--- config.mk ---
export PLATFORM = sky130hd
export DESIGN_NAME = efa_decode
export DESIGN_NICKNAME = d
export VERILOG_FILES = /design/src/rtl/efa_pkg.sv /design/src/rtl/efa_decode.sv
export SDC_FILE = /design/constraint.sdc
export NUM_CORES = 1
export LEC_CHECK = 0
export BUFFER_PORTS_ARGS = -buffer_cell sky130_fd_sc_hd__buf_4
export CAP_MARGIN = 5
export CORE_MARGIN = 1
export CORE_UTILIZATION = 55
export DETAILED_ROUTE_END_ITERATION = 12
export GPL_TIMING_DRIVEN = 1
export PLACE_DENSITY_LB_ADDON = 0.15
export SLEW_MARGIN = 20
export SYNTH_ARGS = -nofsm -noshare
export SYNTH_HDL_FRONTEND = slang
export SYNTH_SLANG_ARGS = --single-unit
--- constraint.sdc ---
create_clock -name vclk -period 5.15
set_input_delay 0.515 -clock vclk [all_inputs]
set_output_delay 0.515 -clock vclk [all_outputs]
set_load 0.02 [all_outputs]
--- src/rtl/efa_pkg.sv ---
// Shared types and constants of the event frame accumulator.
`timescale 1ns / 1ps
package efa_pkg;

    localparam int MODE_W   = 2;
    localparam int WORD_W   = 32;
    localparam int INDEX_W  = 17;
    localparam int SAMPLE_W = 8;
    localparam int PIXEL_W  = 8;
    localparam int COORD_W  = 11;
    localparam int TYPE_W   = 4;
    localparam int PROD_W   = 17;
    localparam int CFG_IDX_W  = 2;
    localparam int CFG_DATA_W = 8;

    localparam logic [MODE_W-1:0] MODE_EVENT = 2'd0;
    localparam logic [MODE_W-1:0] MODE_READ  = 2'd1;
    localparam logic [MODE_W-1:0] MODE_HIST  = 2'd2;

    localparam logic [TYPE_W-1:0] EVT_OFF = 4'd0;
    localparam logic [TYPE_W-1:0] EVT_ON  = 4'd1;

    localparam logic [CFG_IDX_W-1:0] CFG_CONTRAST   = 2'd0;
    localparam logic [CFG_IDX_W-1:0] CFG_BRIGHTNESS = 2'd1;

    localparam logic [PIXEL_W-1:0] CONTRAST_RESET   = 8'd16;
    localparam logic [PIXEL_W-1:0] BRIGHTNESS_RESET = 8'd128;
    localparam logic [PIXEL_W-1:0] PIXEL_RESET      = 8'd128;

    typedef logic [1:0] op_t;

    localparam op_t OP_EVENT_OFF = 2'd0;
    localparam op_t OP_EVENT_ON  = 2'd1;
    localparam op_t OP_READ      = 2'd2;
    localparam op_t OP_HIST      = 2'd3;

    typedef struct packed {
        logic                valid;
        op_t                 op;
        logic [PROD_W-1:0]   prod;
    } dec_t;

endpackage

--- src/rtl/efa_decode.sv ---
// Input item decode: operation, pixel address and histogram product.
`timescale 1ns / 1ps
module efa_decode #(
    parameter int FRAME_WIDTH  = 320,
    parameter int FRAME_HEIGHT = 320,
    parameter int AW           = 17
) (
    input  logic [efa_pkg::MODE_W-1:0]          mode,
    input  logic [efa_pkg::WORD_W-1:0]          event_word,
    input  logic [efa_pkg::INDEX_W-1:0]         pixel_index,
    input  logic signed [efa_pkg::SAMPLE_W-1:0] diff_sample,
    input  logic [efa_pkg::PIXEL_W-1:0]         contrast,
    output efa_pkg::dec_t                       dec,
    output logic [AW-1:0]                       addr
);
    import efa_pkg::*;

    localparam int PIXEL_COUNT = FRAME_WIDTH * FRAME_HEIGHT;
    localparam int LIN_W = 2 * COORD_W + 1;

    logic [TYPE_W-1:0]  evt_type;
    logic [COORD_W-1:0] evt_x;
    logic [COORD_W-1:0] evt_y;
    logic               in_frame;
    logic [LIN_W-1:0]   evt_lin;
    logic               idx_ok;

    assign evt_type = event_word[31:28];
    assign evt_x    = event_word[21:11];
    assign evt_y    = event_word[10:0];
    assign in_frame = ((COORD_W + 1)'(evt_x) < (COORD_W + 1)'(FRAME_WIDTH))
                   && ((COORD_W + 1)'(evt_y) < (COORD_W + 1)'(FRAME_HEIGHT));
    assign evt_lin  = LIN_W'(evt_y) * LIN_W'(FRAME_WIDTH) + LIN_W'(evt_x);
    assign idx_ok   = LIN_W'(pixel_index) < LIN_W'(PIXEL_COUNT);

    always_comb
    begin
        dec.valid = 1'b0;
        dec.op    = OP_HIST;
        dec.prod  = PROD_W'(PROD_W'(diff_sample) * $signed({9'b0, contrast}));
        addr      = AW'(pixel_index);
        case (mode)
            MODE_EVENT:
            begin
                addr = evt_lin[AW-1:0];
                case (evt_type)
                    EVT_OFF:
                    begin
                        dec.valid = in_frame;
                        dec.op    = OP_EVENT_OFF;
                    end
                    EVT_ON:
                    begin
                        dec.valid = in_frame;
                        dec.op    = OP_EVENT_ON;
                    end
                    default:
                    begin
                        dec.valid = 1'b0;
                    end
                endcase
            end
            MODE_READ:
            begin
                dec.valid = idx_ok;
                dec.op    = OP_READ;
            end
            MODE_HIST:
            begin
                dec.valid = 1'b1;
                dec.op    = OP_HIST;
            end
            default:
            begin
                dec.valid = 1'b0;
            end
        endcase
    end

endmodule

### After elaboration in Yosys (flattened, before gate mapping)

Cells that the tools add are included.
W data, S select, Z words.

* register bits: 0
* input port bits: 67
* output and inout bits: 37
* word-level logic and storage cells: 18

* $add $sub $neg: 1
* $mul: 2
* $lt $le $gt $ge: 3
* eq/ne operators: 3
* mux-type cells: 5
* reductions and logical operators: 4

Operator list (number)
* $lt A11 B9 Y1 const B: 2
* $add A17 B11 Y17: 1
* $lt A17 B17 Y1 const B: 1
* $mul A8 B9 Y17: 1
* $mux W17: 1
* $mul A11 B3 Y11 const B: 1
* $pmux W2 S2: 2
* $eq A4 B1 Y1 const B: 1
* $logic_not A4 Y1: 1
* $pmux W1 S3: 1
* $eq A2 B1 Y1 const B: 1
* $eq A2 B2 Y1 const B: 1
* $logic_not A2 Y1: 1
* $reduce_or A2 Y1: 1
* $logic_and A1 B1 Y1: 1
* $mux W1: 1

### Depth between registers and ports, before layout

* depth after elaboration: 4
* depth in mapped cells: 19
* depth with buffers taken out: 19

### Worst setup path before layout

Ideal clock, no wire load.

* kind: in2out
* start point: input port contrast[3] in the netlist's numbering
* end point: output port dec[16] in the netlist's numbering
* data arrival time: 4428 ps
* required time: 4635 ps
* slack: 207 ps
* stages on the path: 16
* path buffers: 0
* path through: and2_1 -> fa_1 -> inv_1 -> fa_1 -> inv_1 -> fa_1 -> inv_1 -> fa_1 -> inv_1 -> ha_1 -> o21ai_1 -> a21boi_1 -> o21bai_1 -> a21oi_1 -> nor4b_1 -> a311oi_1

RTL lines
* start, declared: RTL line efa_decode.sv:12 `input logic [efa_pkg::PIXEL_W-1:0] contrast,`
* end, declared: RTL line efa_decode.sv:13 `output efa_pkg::dec_t dec,`

==> implementation parameters <==
Parameter                              Value

Status
  Result of the run ... finished, final reports clean

Final layout
  Post-route cell area ... ~4200 µm²
  Number of diodes added for antenna fixing ... 0
  Filler-free cell count of the finished design ... between 500 and 600
  CLK BUF ... 0
  Sequential cell area in the final layout ... 0 µm²
  Fraction of final layout cells sized beyond drive strength 1 ... between 20% and 30%
  Seq_cells ... 0
  Core occupancy in the finished layout ... between 70% and 80%
  Final layout net count ... approximately 690
  Area added between synthesis and finish ... 28.0%

Critical path
  Cells traversed along the worst timing path ... buf_4, and2_4, fa_1, inv_1, fa_1, inv_2, fa_1, inv_1, fa_1, inv_1, ha_4, o21ai_2, a21boi_2, o21bai_1, nand2_1, nand4_1, or3b_1, buf_6
  Highest fanout seen on the critical path ... 8
  Critical path endpoint category ... output pin
  Highest-delay cell along the critical path ... sky130_fd_sc_hd__fa_1
  Crit-path max cell delay ... 0.53 ns
  Arrival time of the worst setup path ... between 4 and 5 ns
  Type of the worst setup path ... input pin to output pin
  CP dominant cell by count ... sky130_fd_sc_hd__fa_1
  Startpoint class of the critical path ... input pin
  Crit path launch ... contrast[3]
  Required time of the critical path ... 4.64 ns

Power
  Internal power contribution ... just over 0.6 mW
  Maximum resistive drop on vdd ... 0.523 mV
  Part of the total power dissipated in combinational logic ... 100.0%
  Power density over the cells ... between 300 and 400 nW/µm²
  Power share of the clock group ... 0%
  Total leakage power ... 2.27 nW
  Switching power total ... between 0.6 and 0.7 mW
  Net switching share of the total power ... between 50% and 60%
  Sequential fraction of design power ... 0%

Detailed routing
  Vias/cell ... 5.11
  Starting DRC count in detailed routing ... between 80 and 90
  Post-DR wirelength/cell ... roughly 12 µm
  Antenna viol nets, final ... 0
  Detailed-route wire length ... between 7 and 8 mm
  Total iterations of the first detailed-routing run ... 4
  Total vias in the final route ... approximately 3000
  Drc violations ... 0

Die
  Row Count ... 27
  Vertical die dimension ... around 80 µm
  Area of the core ... ~5600 µm²
  Total Die Area ... slightly above 6000 µm²
  Die width ... a little under 80 µm
  Initial core utilization ... roughly 58%
  Top-level port count ... 104

STA
  Final period util ... between 90% and 100%
  Timing-limited maximum frequency ... roughly 0.2 GHz
  Setup violators final ... 0
  Slew Viols, Final ... 0
  Final Hold Violating Endpoints ... 0
  Setup TNS after final layout ... 0 ns
  Setup slack after layout ... 0.150 ns
  Actual transition at the worst max-transition pin ... around 0.48 ns
  Worst max-slew margin expressed relative to the limit ... a little under 70%
  Min Tclk post-route ... between 5 and 6 ns

Placed design
  Number of I/O port buffers ... 98
  Gpl congestion ... roughly 0.81
  Total placed cells including tap cells ... roughly 600
  Worst slack, placed ... -0.0247 ns
  Detailed Place HPWL ... ~6.5 mm
  Cell Area, Placed ... a little over 4000 µm²

GRT
  GRT Overall Usage ... around 24%
  Number of global-route vias before repair ... ~2900
  Antenna violations before repair ... 0
  Pin count of the biggest net entering global routing ... 29
  First-pass GRT wire length ... around 12 mm
  Grt total ovfl ... 0

Logic synthesis
  Multiplexer share of the synthesized area ... 0%
  Synthesized-area fraction occupied by adder cells ... 48.2%
  Net count after synthesis ... 583
  Largest family of logic cells by synthesized area ... adder cells
  Post-Synthesis Cell Area ... roughly 3300 µm²
  Part of the Yosys area used for sequential elements ... 0%
  Average cell area after synthesis ... approximately 8 µm²
  Synth Warn # ... 0
  Fraction of synthesized cell area in xor and xnor cells ... approximately 7.1%
  Number of library cell types mapped by synthesis ... 43
  Synthesized instance count ... between 400 and 500
  Simple-gate portion of the synthesized area ... 21.7%
  Share of the synthesized area in compound gates (AO/OA/AOI/OAI) ... ~12%

Min path
  Worst Hold Class ... input pin to output pin
  Worst Min Path Start ... event_word[12]

Clocking
  Cts hold-fix bufs ... 0

Job
  MaxCap Viol Count ... 0
-- layout make-up --
cell class                 instances  area, µm²
fill                             473       1450
timing repair buffer             105        792
inverter                          83        312
multi-input combinational        326       2970
tap                               72       90.1
-- metrics by stage --
stage,hold WS (ns),power [mW]
after floorplan,1.16,0.813
after global placement,1.32,1.17
after detailed placement,1.32,1.20
after CTS,1.32,1.22
after global routing,1.33,1.43
final,1.31,1.29
-- power by group through the flow --
| stage | Clock [mW] | Combinational [mW] | Sequential, mW |
|---|---|---|---|
| after floorplan | 0 | 0.813 | 0 |
| after global placement | 0 | 1.17 | 0 |
| after detailed placement | 0 | 1.20 | 0 |
| after CTS | 0 | 1.22 | 0 |
| after global routing | 0 | 1.43 | 0 |
| final | 0 | 1.29 | 0 |
-- cell usage after synthesis (all sizes together) --
master / count / area (µm²)
and3: 1 / 6.26
xor2: 10 / 95.1
nor4: 2 / 12.5
nand3: 4 / 20.0
o21ai: 27 / 146
a21o: 5 / 37.5
xnor2: 13 / 114
o21a: 2 / 15.0
or3b: 1 / 8.76
buf: 2 / 22.5
a211oi: 3 / 32.5
inv: 83 / 312
a21oi: 17 / 92.6
nor2: 18 / 70.1
o21bai: 3 / 22.5
nand2: 50 / 188
fa: 39 / 781
a2111oi: 1 / 8.76
nand2b: 4 / 27.5
nor3: 2 / 10.0
or2: 1 / 6.26
or4: 1 / 7.51
nor2b: 3 / 21.3
nand4: 2 / 12.5
ha: 63 / 788
xnor3: 1 / 22.5
a31oi: 1 / 6.26
a21boi: 2 / 15.0
a311oi: 1 / 8.76
o311ai: 1 / 8.76
nor4b: 3 / 38.8
a22oi: 1 / 7.51
clkbuf: 3 / 11.3
and2: 44 / 275
-- cells by family (layout without fill, tap and decap cells) --
| group | count (synthesis) | after routing |
|---|---|---|
| compound gates | 64 | 64 |
| xor+xnor | 24 | 24 |
| buf+inv | 88 | 188 |
| simple gates | 136 | 136 |
| fa+ha+maj | 102 | 102 |
-- final timing paths --
kind                  end  slack, ns  depth (start not counted)
setup / recovery  dec[14]       0.15                         18
hold / removal    addr[1]       1.31                          4
-- layer usage --
metal	track usage, %	vias up	share of wire (%)
met5	0	-	0
met4	1.82	0	0.64
met3	0.460	6	1.3
met2	46.2	44	53
met1	31.1	1416	45
li1	-	1528	-
-- critical path, delay by kind of cell --
| family | cells | cell delay, ns |
|---|---|---|
| simple gates | 4 | 0.76 |
| compound gates | 3 | 0.38 |
| fa+ha+maj | 5 | 2.31 |
| buf+inv | 6 | 0.50 |
-- cells in the final DEF, fill, tap and decap left out, types with 2 or more instances in the layout --
cell / instances
sky130_fd_sc_hd__ha_1: 61
sky130_fd_sc_hd__o21ai_0: 16
sky130_fd_sc_hd__nand2b_1: 3
sky130_fd_sc_hd__xor2_1: 9
sky130_fd_sc_hd__fa_1: 38
sky130_fd_sc_hd__a21oi_2: 6
sky130_fd_sc_hd__inv_1: 81
sky130_fd_sc_hd__a211oi_2: 2
sky130_fd_sc_hd__o21bai_1: 3
sky130_fd_sc_hd__nand3_1: 4
sky130_fd_sc_hd__ha_4: 2
sky130_fd_sc_hd__nor2b_2: 2
sky130_fd_sc_hd__nand4_1: 2
sky130_fd_sc_hd__nor4_1: 2
sky130_fd_sc_hd__o21a_1: 2
sky130_fd_sc_hd__nor4b_2: 2
sky130_fd_sc_hd__inv_2: 2
sky130_fd_sc_hd__nand2_1: 50
sky130_fd_sc_hd__nor2_1: 17
sky130_fd_sc_hd__and2_1: 43
sky130_fd_sc_hd__xnor2_1: 13
sky130_fd_sc_hd__a21oi_1: 11
sky130_fd_sc_hd__o21ai_1: 9
sky130_fd_sc_hd__nor3_1: 2
sky130_fd_sc_hd__a21o_1: 5
sky130_fd_sc_hd__buf_4: 104
-- repair_timing --
| item | CTS | global route |
|---|---|---|
| pin swaps | 2 | 9 |
| setup buffers | 1 | 2 |
| gates resized for setup | 2 | 18 |
| endpoints found under the setup margin | 1 | 4 |
| cloned | 0 | 0 |
No activity file was read; power rests on OpenSTA's default activity.
